<file path="config.mk">
export PLATFORM = sky130hd
export DESIGN_NAME = bpfa_engine
export DESIGN_NICKNAME = d
export VERILOG_FILES = /design/src/bpfa_pkg.sv /design/src/bpfa_engine.sv
export SDC_FILE = /design/constraint.sdc
export NUM_CORES = 1
export LEC_CHECK = 0
export BUFFER_PORTS_ARGS = -buffer_cell sky130_fd_sc_hd__buf_2
export CAP_MARGIN = 20
export CORE_ASPECT_RATIO = 1.4
export CORE_UTILIZATION = 40
export CTS_CLUSTER_SIZE = 14
export DETAILED_ROUTE_END_ITERATION = 10
export PLACE_DENSITY = 0.58
export SLEW_MARGIN = 20
export SYNTH_ARGS = -nofsm -noshare
export SYNTH_HDL_FRONTEND = slang
export SYNTH_SLANG_ARGS = --single-unit
</file>
<file path="constraint.sdc">
create_clock -name clk -period 5.9 [get_ports clk]
set_clock_uncertainty 0.05 [all_clocks]
set_input_delay 0.885 -clock clk [delete_from_list [all_inputs] [get_ports clk]]
set_output_delay 0.885 -clock clk [all_outputs]
set_load 0.02 [all_outputs]
</file>
<file path="src/bpfa_pkg.sv">
`timescale 1ns / 1ps

package bpfa_pkg;

    // Geometry of the page map
    localparam int MAX_PAGE_COUNT = 1048576;
    localparam int PAGE_SHIFT     = 12;
    localparam int RESERVED_COUNT = 256;
    localparam int MAP_WORDS      = (MAX_PAGE_COUNT + 31) / 32;
    localparam int MAP_BITS       = MAP_WORDS * 32;
    localparam int WORD_AW        = $clog2(MAP_WORDS);
    localparam int PAGE_IDX_W     = WORD_AW + 5;
    localparam int CNT_W          = 21;
    localparam int RES_EFF        = (RESERVED_COUNT > MAP_BITS) ? MAP_BITS : RESERVED_COUNT;
    localparam int BASE_W         = CNT_W + 6;

    localparam logic [CNT_W-1:0] CNT_MAX = '1;

    // Request kinds
    localparam logic [1:0] KIND_INIT  = 2'd0;
    localparam logic [1:0] KIND_ALLOC = 2'd1;
    localparam logic [1:0] KIND_FREE  = 2'd2;

    typedef enum logic [2:0] {
        ST_DONE         = 3'd0,
        ST_OOM          = 3'd1,
        ST_RESERVED     = 3'd2,
        ST_RANGE        = 3'd3,
        ST_ALREADY_FREE = 3'd4
    } status_t;

    typedef struct packed {
        logic               we;
        logic [WORD_AW-1:0] addr;
        logic [31:0]        wdata;
    } map_req_t;

    typedef struct packed {
        logic [31:0]      addr;
        status_t          status;
        logic [CNT_W-1:0] free_count;
    } result_t;

    // Bits [0, n) set, n from 0 to 32
    function automatic logic [31:0] low_mask(input logic [5:0] n);
        logic [31:0] m;
        if (n >= 6'd32)
        begin
            m = '1;
        end
        else
        begin
            m = (32'd1 << n) - 32'd1;
        end
        return m;
    endfunction

    // Index of the lowest set bit
    function automatic logic [4:0] lowest_set(input logic [31:0] v);
        logic [4:0] idx;
        idx = '0;
        for (int i = 31; i >= 0; i--)
        begin
            if (v[i])
            begin
                idx = 5'(i);
            end
        end
        return idx;
    endfunction

    // Map word written by init: free below page count, reserved pages used
    function automatic logic [31:0] init_word(input logic [WORD_AW-1:0] w,
                                              input logic [CNT_W-1:0]   pc);
        logic [BASE_W-1:0] base;
        logic [BASE_W-1:0] pcw;
        logic [BASE_W-1:0] res;
        logic [31:0]       v;
        base = BASE_W'({w, 5'b0});
        pcw  = BASE_W'(pc);
        res  = BASE_W'(RES_EFF);
        if (pcw >= base + BASE_W'(32))
        begin
            v = '0;
        end
        else if (pcw <= base)
        begin
            v = '1;
        end
        else
        begin
            v = ~low_mask(6'(pcw - base));
        end
        if (res >= base + BASE_W'(32))
        begin
            v = '1;
        end
        else if (res > base)
        begin
            v = v | low_mask(6'(res - base));
        end
        return v;
    endfunction

endpackage

</file>
<file path="src/bpfa_engine.sv">
`timescale 1ns / 1ps

module bpfa_engine
    import bpfa_pkg::*;
(
    input  logic        clk,
    input  logic        rst_n,
    input  logic        in_valid,
    output logic        in_ready,
    input  logic [1:0]  kind,
    input  logic [31:0] mem_size_bytes,
    input  logic [31:0] page_address,
    output logic        res_valid,
    input  logic        res_take,
    output result_t     res,
    output map_req_t    map_req,
    input  logic [31:0] map_rdata
);

    typedef enum logic [2:0] {
        S_IDLE,
        S_INIT,
        S_SCAN,
        S_FREE_CHK,
        S_DONE
    } state_t;

    state_t             state_reg,       state_next;
    logic [CNT_W-1:0]   page_count_reg,  page_count_next;
    logic [CNT_W-1:0]   used_count_reg,  used_count_next;
    logic [WORD_AW:0]   limit_reg,       limit_next;
    logic [WORD_AW:0]   hint_reg,        hint_next;
    logic [WORD_AW:0]   ptr_reg,         ptr_next;
    logic               chk_valid_reg,   chk_valid_next;
    logic [WORD_AW-1:0] chk_word_reg,    chk_word_next;
    logic [4:0]         bit_reg,         bit_next;
    logic [31:0]        res_addr_reg,    res_addr_next;
    status_t            res_status_reg,  res_status_next;

    logic [31:0]         page32;
    logic [31:0]         mem_pages;
    logic [CNT_W-1:0]    pc_new;
    logic [CNT_W:0]      pc_round;
    logic [BASE_W-1:0]   chk_base;
    logic [BASE_W-1:0]   chk_rem;
    logic [31:0]         valid_mask;
    logic [31:0]         free_bits;
    logic [4:0]          hit_bit;
    logic                hit;
    logic                issue;
    logic [PAGE_IDX_W-1:0] hit_page;

    // Decode request fields
    assign page32    = page_address >> PAGE_SHIFT;
    assign mem_pages = mem_size_bytes >> PAGE_SHIFT;
    assign pc_new    = (mem_pages > 32'(MAX_PAGE_COUNT)) ? CNT_W'(MAX_PAGE_COUNT)
                                                         : CNT_W'(mem_pages);
    assign pc_round  = (CNT_W + 1)'(pc_new) + (CNT_W + 1)'(31);

    // Examine the word returned by the map
    assign chk_base   = BASE_W'({chk_word_reg, 5'b0});
    assign chk_rem    = BASE_W'(page_count_reg) - chk_base;
    assign valid_mask = (chk_rem >= BASE_W'(32)) ? '1 : low_mask(6'(chk_rem));
    assign free_bits  = ~map_rdata & valid_mask;
    assign hit_bit    = lowest_set(free_bits);
    assign hit        = chk_valid_reg && (free_bits != '0);
    assign issue      = ptr_reg < limit_reg;
    assign hit_page   = {chk_word_reg, hit_bit};

    // Sequence one request through the map
    always_comb
    begin
        state_next      = state_reg;
        page_count_next = page_count_reg;
        used_count_next = used_count_reg;
        limit_next      = limit_reg;
        hint_next       = hint_reg;
        ptr_next        = ptr_reg;
        chk_valid_next  = chk_valid_reg;
        chk_word_next   = chk_word_reg;
        bit_next        = bit_reg;
        res_addr_next   = res_addr_reg;
        res_status_next = res_status_reg;
        in_ready        = 1'b0;
        res_valid       = 1'b0;
        map_req.we      = 1'b0;
        map_req.addr    = ptr_reg[WORD_AW-1:0];
        map_req.wdata   = init_word(ptr_reg[WORD_AW-1:0], page_count_reg);

        case (state_reg)
            S_IDLE:
            begin
                in_ready     = 1'b1;
                map_req.addr = page32[PAGE_IDX_W-1:5];
                if (in_valid)
                begin
                    res_addr_next   = '0;
                    res_status_next = ST_DONE;
                    case (kind)
                        KIND_INIT:
                        begin
                            page_count_next = pc_new;
                            used_count_next = CNT_W'(RESERVED_COUNT);
                            limit_next      = (WORD_AW + 1)'(pc_round >> 5);
                            hint_next       = '0;
                            ptr_next        = '0;
                            state_next      = S_INIT;
                        end
                        KIND_ALLOC:
                        begin
                            ptr_next       = hint_reg;
                            chk_valid_next = 1'b0;
                            state_next     = S_SCAN;
                        end
                        KIND_FREE:
                        begin
                            if (page32 < 32'(RESERVED_COUNT))
                            begin
                                res_status_next = ST_RESERVED;
                                state_next      = S_DONE;
                            end
                            else if (page32 >= 32'(page_count_reg))
                            begin
                                res_status_next = ST_RANGE;
                                state_next      = S_DONE;
                            end
                            else
                            begin
                                chk_word_next = page32[PAGE_IDX_W-1:5];
                                bit_next      = page32[4:0];
                                state_next    = S_FREE_CHK;
                            end
                        end
                        default:
                        begin
                            state_next = S_DONE;
                        end
                    endcase
                end
            end

            // Sweep the words below the page count
            S_INIT:
            begin
                if (issue)
                begin
                    map_req.we = 1'b1;
                    ptr_next   = ptr_reg + 1'b1;
                end
                else
                begin
                    state_next = S_DONE;
                end
            end

            // Stream reads from the hint, check one word per cycle
            S_SCAN:
            begin
                if (hit)
                begin
                    map_req.we    = 1'b1;
                    map_req.addr  = chk_word_reg;
                    map_req.wdata = map_rdata | (32'd1 << hit_bit);
                    if (used_count_reg < CNT_MAX)
                    begin
                        used_count_next = used_count_reg + 1'b1;
                    end
                    hint_next     = {1'b0, chk_word_reg};
                    res_addr_next = 32'(hit_page) << PAGE_SHIFT;
                    state_next    = S_DONE;
                end
                else if (issue)
                begin
                    ptr_next       = ptr_reg + 1'b1;
                    chk_valid_next = 1'b1;
                    chk_word_next  = ptr_reg[WORD_AW-1:0];
                end
                else if (!chk_valid_reg)
                begin
                    res_status_next = ST_OOM;
                    state_next      = S_DONE;
                end
                else
                begin
                    chk_valid_next = 1'b0;
                end
            end

            // Clear the used bit if it is set
            S_FREE_CHK:
            begin
                map_req.addr  = chk_word_reg;
                map_req.wdata = map_rdata & ~(32'd1 << bit_reg);
                if (!map_rdata[bit_reg])
                begin
                    res_status_next = ST_ALREADY_FREE;
                end
                else
                begin
                    map_req.we = 1'b1;
                    if (used_count_reg != '0)
                    begin
                        used_count_next = used_count_reg - 1'b1;
                    end
                    if ({1'b0, chk_word_reg} < hint_reg)
                    begin
                        hint_next = {1'b0, chk_word_reg};
                    end
                end
                state_next = S_DONE;
            end

            // Hold the result until the output register takes it
            S_DONE:
            begin
                res_valid = 1'b1;
                if (res_take)
                begin
                    state_next = S_IDLE;
                end
            end

            default:
            begin
                state_next = S_IDLE;
            end
        endcase
    end

    assign res.addr       = res_addr_reg;
    assign res.status     = res_status_reg;
    assign res.free_count = (page_count_reg > used_count_reg) ?
                            (page_count_reg - used_count_reg) : '0;

    always_ff @(posedge clk or negedge rst_n)
    begin
        if (!rst_n)
        begin
            state_reg      <= S_IDLE;
            page_count_reg <= '0;
            used_count_reg <= '0;
            limit_reg      <= '0;
            hint_reg       <= '0;
            ptr_reg        <= '0;
            chk_valid_reg  <= 1'b0;
            chk_word_reg   <= '0;
            bit_reg        <= '0;
            res_addr_reg   <= '0;
            res_status_reg <= ST_DONE;
        end
        else
        begin
            state_reg      <= state_next;
            page_count_reg <= page_count_next;
            used_count_reg <= used_count_next;
            limit_reg      <= limit_next;
            hint_reg       <= hint_next;
            ptr_reg        <= ptr_next;
            chk_valid_reg  <= chk_valid_next;
            chk_word_reg   <= chk_word_next;
            bit_reg        <= bit_next;
            res_addr_reg   <= res_addr_next;
            res_status_reg <= res_status_next;
        end
    end

endmodule

</file>
* Word-level counts from Yosys, hierarchy flattened *
Index checks and enable logic that the tools add are counted.

word-level totals
  bits in latches = 0
  memory bits (read-only) = 0
  logic and storage cells = 205
  register bits after elaboration = 149
  input bits = 102
  memories kept = 0
  RAM bits = 0

operators by class
  $mul = 0
  reduce and logical (&&, ||, !) cells = 18
  eq/ne operators = 27
  bitwise gates (word level) = 9
  $add $sub $neg = 12
  order comparisons = 16
  divide/modulo/power cells = 0
  shift operators = 5
  muxes and demuxes = 107

operators by type and width
  operator                                                                number
  32-bit two-way mux                                                      14
  21-bit two-way mux                                                      8
  5-bit two-way mux                                                       32
  16-bit two-way mux                                                      8
  32-bit one-hot mux with 2 select lines                                  2
  32-bit inverter                                                         3
  16-bit one-hot mux with 3 select lines                                  2
  1-bit by 6-bit << shifter with 32-bit output, first input constant      3
  32-bit by 1-bit subtractor with 32-bit output, second input constant    3
  15-bit two-way mux                                                      6
  32-bit AND                                                              2
  32-bit bitwise OR                                                       2
  1-bit by 5-bit << shifter with 32-bit output, first input constant      2
  21-bit one-hot mux with 3 select lines                                  1
  48-bit two-way mux                                                      1
  15-bit one-hot mux with 3 select lines                                  1
  3-bit two-way mux                                                       13
  16-bit one-hot mux with 2 select lines                                  1
  32-bit nonzero test                                                     1
  2-bit inequality test, second input constant                            15
  15-bit one-hot mux with 2 select lines                                  1
  27-bit by 6-bit >= comparator with 1-bit output, second input constant  1
  21-bit by 20-bit subtractor with 22-bit output                          1
  20-bit by 6-bit adder with 21-bit output, second input constant         1
  other kinds (47)                                                        70

* Depth between registers and ports, before layout *
Gate-level depths: netlist (run 1).

  word-level depth = 42
  depth in mapped cells = 20
  mapped depth without buffers = 16

* Worst setup path after synthesis (run 1) *
OpenSTA, ideal clock, no wires.

  kind = register to output
  from = reg page_count_reg[5]
  to = out map_req[30] (netlist bit)
  arrival = 4.805 ns
  stages on the path, launching flop included = 18
  data required time = 4.965 ns
  slack = 0.160 ns
  cells stage by stage = dfrtp_1 > inv_1 > ha_1 > fa_1 > nor2b_2 > o21ba_4 > o21ai_2 > mux2_4 > or4_1 > buf_2 > or4_4 > a21oi_4 > nand2_1 > a2111oi_0 > or2_2 > nand2b_1 > buf_1 > o41ai_1

RTL lines
  item                    RTL line            text
  from (decl)             bpfa_engine.sv:29   logic [CNT_W-1:0] page_count_reg, page_count_next;
  from (signal assigned)  bpfa_engine.sv:254  page_count_reg <= page_count_next;
  to (decl)               bpfa_engine.sv:16   output map_req_t map_req,

==> results of run 1 <==
==> worst register-to-register path: stages (launching register included) <==
cell and delay [ns]:
dfrtp_2 0.45, ha_4 0.18, fa_2 0.41, nor2b_4 0.19
buf_6 0.12, o211ai_1 0.08, a31oi_1 0.25, a211oi_2 0.08
buf_4 0.16, nor4_4 0.30, buf_6 0.17, buf_12 0.14
nand4_4 0.17, a2111oi_4 0.44, nand4_4 0.21, o41ai_4 0.40
buf_6 0.16, buf_12 0.11, buf_12 0.12, buf_16 0.14
buf_4 0.12, buf_4 0.13, a21boi_2 0.51, o21ai_0 0.20
o2bb2ai_1 0.16
==> routing by layer <==
layer / wire length, um / vias to the layer above / GRT usage (%)
met1: 27000 / 8569 / 39.7
met5: 19 / - / 0
li1: - / 8210 / -
met2: 35300 / 806 / 62.2
met4: 7280 / 2 / 31.4
met3: 4720 / 287 / 7.91
==> stage by stage <==
step                      cell area, sq um  TNS (ns)  utilization, %  hold WS [ns]  worst slack (ns)
after floorplan                      15700         0               -         0.400             0.160
after global placement               18100   -0.0343            47.0         0.412           -0.0343
after detailed placement             18100   -0.0418            47.0         0.421           -0.0165
after CTS                            19900     -7.02            51.6         0.435            -0.216
after global routing                 20400    -17.96            52.8         0.454            -0.473
final                                20400    -10.68            52.8         0.427            -0.298
==> power by group <==
part / internal [mW] / switching, mW
registers: 0.931 / 0.00703
clock network: 0.632 / 0.461
logic: 0.107 / 0.186
==> repair_timing <==
action / 4_1_cts / 5_1_grt
pin swaps: 43 / 32
gates cloned: 11 / 3
resized for setup: 141 / 115
setup endpoints to repair: 48 / 81
buffers inserted: 30 / 11
endpoints found under the hold margin: 0 / 0
==> placed cells by master, fill, tap and decap left out, types with 37 or more instances in the layout <==
cell type,instances
mux2i_1,47
ha_1,135
nand3_1,80
nor3_1,41
dfrtp_1,133
xnor2_1,53
nor2_1,154
inv_1,134
buf_4,195
buf_2,143
nand2_1,219
a21o_1,37
o21ai_0,186
a21oi_1,120
==> layout make-up <==
| type | count | area (sq um) | area share [%] |
|---|---|---|---|
| Tap cell | 522 | 653 | 3.20 |
| Sequential cell | 135 | 3380 | 16.6 |
| Multi-Input combinational cell | 1693 | 12100 | 59.5 |
| Clock inverter | 11 | 126 | 0.620 |
| Inverter | 139 | 522 | 2.56 |
| Timing Repair Buffer | 393 | 3130 | 15.4 |
| Clock buffer | 20 | 447 | 2.19 |
==> final timing paths <==
check / cells after the start / end / start
min in group asynchronous: 1 / res_addr_reg[14] / rst_n
setup reg to reg: 24 / ptr_reg[7] / chk_word_reg[0]
hold reg to reg: 2 / limit_reg[6] / limit_reg[6]
setup / recovery: 23 / map_req[6] / chk_word_reg[0]
max in group asynchronous: 2 / used_count_reg[3] / rst_n
hold / removal: 2 / limit_reg[6] / limit_reg[6]
==> logic make-up after synthesis <==
family | after synthesis | share of synthesized area (%)
and+or+nand+nor | 726 | 22.2
AOI/OAI and AO/OA | 668 | 28.0
buffers and inverters | 279 | 7.16
adders and majority gates | 141 | 11.4
DFF | 135 | 21.5
muxes | 74 | 5.68
xor gates and xnor gates | 72 | 4.02
other | 1 | 0.0239
==> metrics, run 1 <==
Initial Util=40.7%; hpwl dp=55700 um; first-pass GRT wire length=roughly 110000 um; max FFs per register=21; setup violators final=48; post-route DRC violation count=0; Final #Nets=roughly 2600; clock sink count=about 140; Avg Cell Area, Syn=7.49 sq um; Final GP Congestion=between 1 and 1.5; Crit. End Element=output pin; Die W=between 150 and 200 um; critical path peak fanout=8; critical path type=reg -> out; ranking of synthesized cells by area=dfrtp_1, ha_1, o21ai_0, nand2_1, a21oi_1; num rows=85; final slew viol count=0; register bit count reported by yosys=135; P_leak=around 9.7 nW; Post-Syn Area=~16000 sq um; number of routed nets with antenna violations=0; vias in the first global route=roughly 18000; Tmin final=roughly 6.2 ns; Pwr Density=between 100 and 150 nW/um^2; vias=roughly 18000; CTS Buf Count=17; Hold Vio Cnt, Final=0; layout cells sized above 1=between 20% and 30%; Buf/Inv on CP=9; Top FF cell, synth=dfrtp_1; Top delay family on crit path=compound AO/OA/AOI/OAI gates; Slowest-stage cell, CP=dfrtp_2; EDFF count, synth=0; FILL cells=around 3800; Worst VDD drop=0.216 mV; cells along the critical path=ha_4, fa_2, nor2b_4, buf_6, o211ai_1, a31oi_1, a211oi_2, buf_4, nor4_4, buf_6, buf_12, nand4_4, a2111oi_4, nand4_4, o41ai_4, buf_6, buf_12, buf_12, buf_16, nand2_4, a32oi_2, o31ai_1, buf_2; CTS tree=done; Synth top area share=a little over a fifth; most common cell in the netlist=nand2_1; Die Area=roughly 40000 sq um; Worst slew margin=27.8%; ys async rst share=between 90% and 100%; CP Launch Type=flip-flop; die height=236 um; fin crit share=105%; Post-synth top cells=nand2_1, o21ai_0, nor2_1; worst reg2reg setup slack=about 0.3 ns; HP Class=reg -> reg; hold buffer count at cts=0; CTS H-Tree Depth=4; GRT overflow=0; # diodes=0; final worst setup slack=-0.298 ns; CP arrival=around 5.3 ns; antenna violations before repair=1; placed cell count=~2800; DRT iter0 DRCs=roughly 1200; Core ar.=38600 sq um; Max Freq=about 160 MHz; count of different cell masters after synthesis=between 90 and 100; Initial DRT Pass Iterations=6; Critical Path Max Stage Delay=about 0.45 ns; failing checks=setup timing; largest net degree at the start of global routing=92; I/O pins=between 200 and 250; synth warn=0; Max-Cap Viols=0; status=finished with violations; sequential area share after synthesis=between 20% and 30%; DR WL/cell=roughly 26 um; clock tree buffer depth=2; CP Data Required Time=~5 ns; vias per cell=6.14; Design Power=2.32 mW; port bufs=171; Area growth syn-to-layout=29.9%; fin cells=2913; slew of the pin with the lowest slew margin=approximately 1.1 ns; GRT Total Usage=a little under two fifths; RSZ-0062 raised after global routing=yes; Synth area leader=dfrtp_1; post-synthesis cell count=approximately 2100; Reg clk slew, reported paths=0.06 ns; Clk Tree Root Cell=clkbuf_16; clk_lat worst skew=about 0.45 ns; detailed-route wire length=74300 um
Power figures use the tool's default switching activity.
==> run 2, diff against run 1 <==
--- a/config.mk
+++ b/config.mk
@@ -16,3 +16,4 @@
 export SYNTH_ARGS = -nofsm -noshare
 export SYNTH_HDL_FRONTEND = slang
 export SYNTH_SLANG_ARGS = --single-unit
+export TNS_END_PERCENT = 1
==> metrics, run 2 (synthesis gave the netlist of run 1 again) <==
FF-to-FF Start=chk_word_reg[4]; vias per cell=6.09 (-0.78%); HP Class=reg -> reg; hold buffer count at cts=0 (unchanged); critical path type=reg -> out; DR WL/cell=25.0 um (-2.1%); CP Launch Type=flip-flop; CTS Buf Count=17 (unchanged); final slew viol count=0 (unchanged); Tmin final=6.10 ns (-0.0996 ns); CP Data Required Time=4.97 ns (about the same); Initial Util=40.7% (unchanged); Flop pwr share=40.5% (about the same); Pwr Density=118 nW/um^2 (+3.8%); clock sink count=135 (unchanged); largest net degree at the start of global routing=92 (unchanged); P_leak=9.37 nW (-2.9%); GRT overflow=0 (unchanged); Clock power frac=47.1% (about the same); worst slack at placement=-0.0165 ns (unchanged); worst reg-to-reg path cell count=18 (-25%); launch point of the worst path=chk_word_reg[4]; Net Sw Power=0.650 mW (-0.43%); first-pass GRT wire length=108000 um (-2.4%); clk_lat worst skew=0.45 ns (about the same); status=finished with violations; final worst setup slack=-0.199 ns (+0.0996 ns); vias=17600 (-1.6%); Placed Area=18100 sq um (unchanged); post-route DRC violation count=0 (unchanged); vias in the first global route=17300 (-1.2%); Core ar.=38600 sq um (unchanged); Worst Hold Endpoint=limit_reg[6]; clock tree buffer depth=2 (unchanged); gr busiest metal=met2; global-route met3 utilization=6.38% (-1.5 points); hpwl dp=55700 um (unchanged); CP arrival=5.16 ns (-0.10 ns); CTS tree=done; setup violators final=47 (-2.1%); fin area=19600 sq um (-3.9%); Die W=169 um (unchanged); number of routed nets with antenna violations=0 (unchanged); Max Freq=164 MHz (+1.6%); Worst slew margin=28.9% (+1.1 points); GRT Total Usage=36.2% (-0.92 points); layout cells sized above 1=22.8% (-3.7 points); Area growth syn-to-layout=24.8%; detailed-route wire length=72100 um (-2.9%); Int Power=1.67 mW (about the same); worst reg2reg setup slack=0.70 ns (+0.40 ns); fin crit share=103% (-1.7 points); slew of the pin with the lowest slew margin=1.06 ns (-0.0163 ns); worst hold path depth=2 (unchanged); CTS H-Tree Depth=4 (unchanged); RSZ-0062 raised after global routing=yes; antenna violations before repair=0 (-1); Final #Nets=2597 (-0.95%); Sw Ratio=28.1% (-0.070 points); I/O pins=208 (unchanged); Die Area=40100 sq um (unchanged); critical path peak fanout=16 (+8); failing checks=setup timing; hold_sp=limit_reg[6]; num rows=85 (unchanged); Design Power=2.32 mW (-0.18%); port bufs=171 (unchanged); Crit. End Element=output pin; commonest non-fill, non-tap cell in the layout=nand2_1; Hold Vio Cnt, Final=0 (unchanged); Worst VDD drop=0.215 mV (-0.12%); Hold Slack=0.427 ns (+0.0000380 ns); Initial DRT Pass Iterations=6 (unchanged); placed cell count=2835 (unchanged); die height=236 um (unchanged); fin cells=2889 (-0.82%); Reg clk slew, reported paths=0.06 ns (about the same); combinational power share=12.4% (-0.2 points); met1 usage=39.2% (-0.50 points); max FFs per register=21 (unchanged); Final GP Congestion=1.03 (unchanged); commonest non-fill, non-tap cells in the layout=nand2_1, buf_4, o21ai_0; DRT iter0 DRCs=1345 (+8.4%); R2R Path End=ptr_reg[7]; met2 Use GR=61.2% (-1.0 points); Clk Tree Root Cell=clkbuf_16; Max-Cap Viols=0 (unchanged)
==> run 2: cell count changes in the layout (fill, tap and decap cells not counted), sizes merged <==
cell	change
diode	+1
clkbuf	-3
buf	-22
==> run 2: how the worst max path moves through the flow <==
| stage | slack, ns | depth (start not counted) | to |
|---|---|---|---|
| 2_1_floorplan | 0.16 | 17 | map_req[30] |
| 3_3_place_gp | -0.03 | 19 | map_req[4] |
| 3_5_place_dp | -0.02 | 18 | map_req[25] |
| 4_1_cts | -0.20 | 20 | map_req[18] |
| 5_1_grt | -0.41 | 20 | map_req[25] |
| 6_report | -0.20 | 19 | map_req[10] |
==> run 2: cell type report <==
type | count | area, sq um
clock buffers | 20 | 447
multi-input cells | 1693 | 11800
inverters | 139 | 522
clock inverters | 11 | 126
flip-flops and latches | 135 | 3380
repair buffers | 368 | 2700
well taps | 522 | 653
fillers | 3830 | 19000
diodes | 1 | 2.50
==> run 2: critical path, stage by stage (launching register included) <==
cell,delay [ns]
dfrtp_1,0.39
inv_2,0.13
ha_1,0.29
a211o_1,0.42
o21ai_0,0.26
nor3b_1,0.46
o211a_4,0.40
buf_4,0.19
buf_4,0.15
a41oi_1,0.18
nor2_1,0.36
nand4_4,0.20
o41ai_4,0.27
buf_6,0.17
and2_4,0.18
buf_12,0.12
buf_16,0.14
a32oi_1,0.07
o31ai_1,0.11
buf_2,0.21
==> run 2: metal layers <==
layer	routed length (um)	share of wire [%]
met3	4280	5.9
met2	34400	48
met4	7060	9.8
met5	0	0
met1	26400	37
==> run 2: timing repair <==
action                     in CTS  in global routing
resized for setup              71                 61
cloned                          4                  0
setup buffers                  15                  3
pin swaps                      20                 23
setup endpoints to repair      48                 69
==> run 2: power by group through the flow <==
stage | logic [mW] | registers (mW) | clock network [mW]
floorplan | 0.138 | 0.954 | 0
global placement | 0.266 | 0.955 | 0
detailed placement | 0.269 | 0.955 | 0
CTS | 0.278 | 0.938 | 1.11
global route | 0.310 | 0.938 | 1.14
finish | 0.287 | 0.938 | 1.09
==> run 2: stage by stage <==
| stage | util, % | setup TNS (ns) |
|---|---|---|
| global placement | 47.0 | -0.0343 |
| detailed placement | 47.0 | -0.0418 |
| finish | 50.8 | -6.70 |
| floorplan | - | 0 |
| CTS | 50.0 | -7.48 |
| global route | 50.8 | -15.52 |
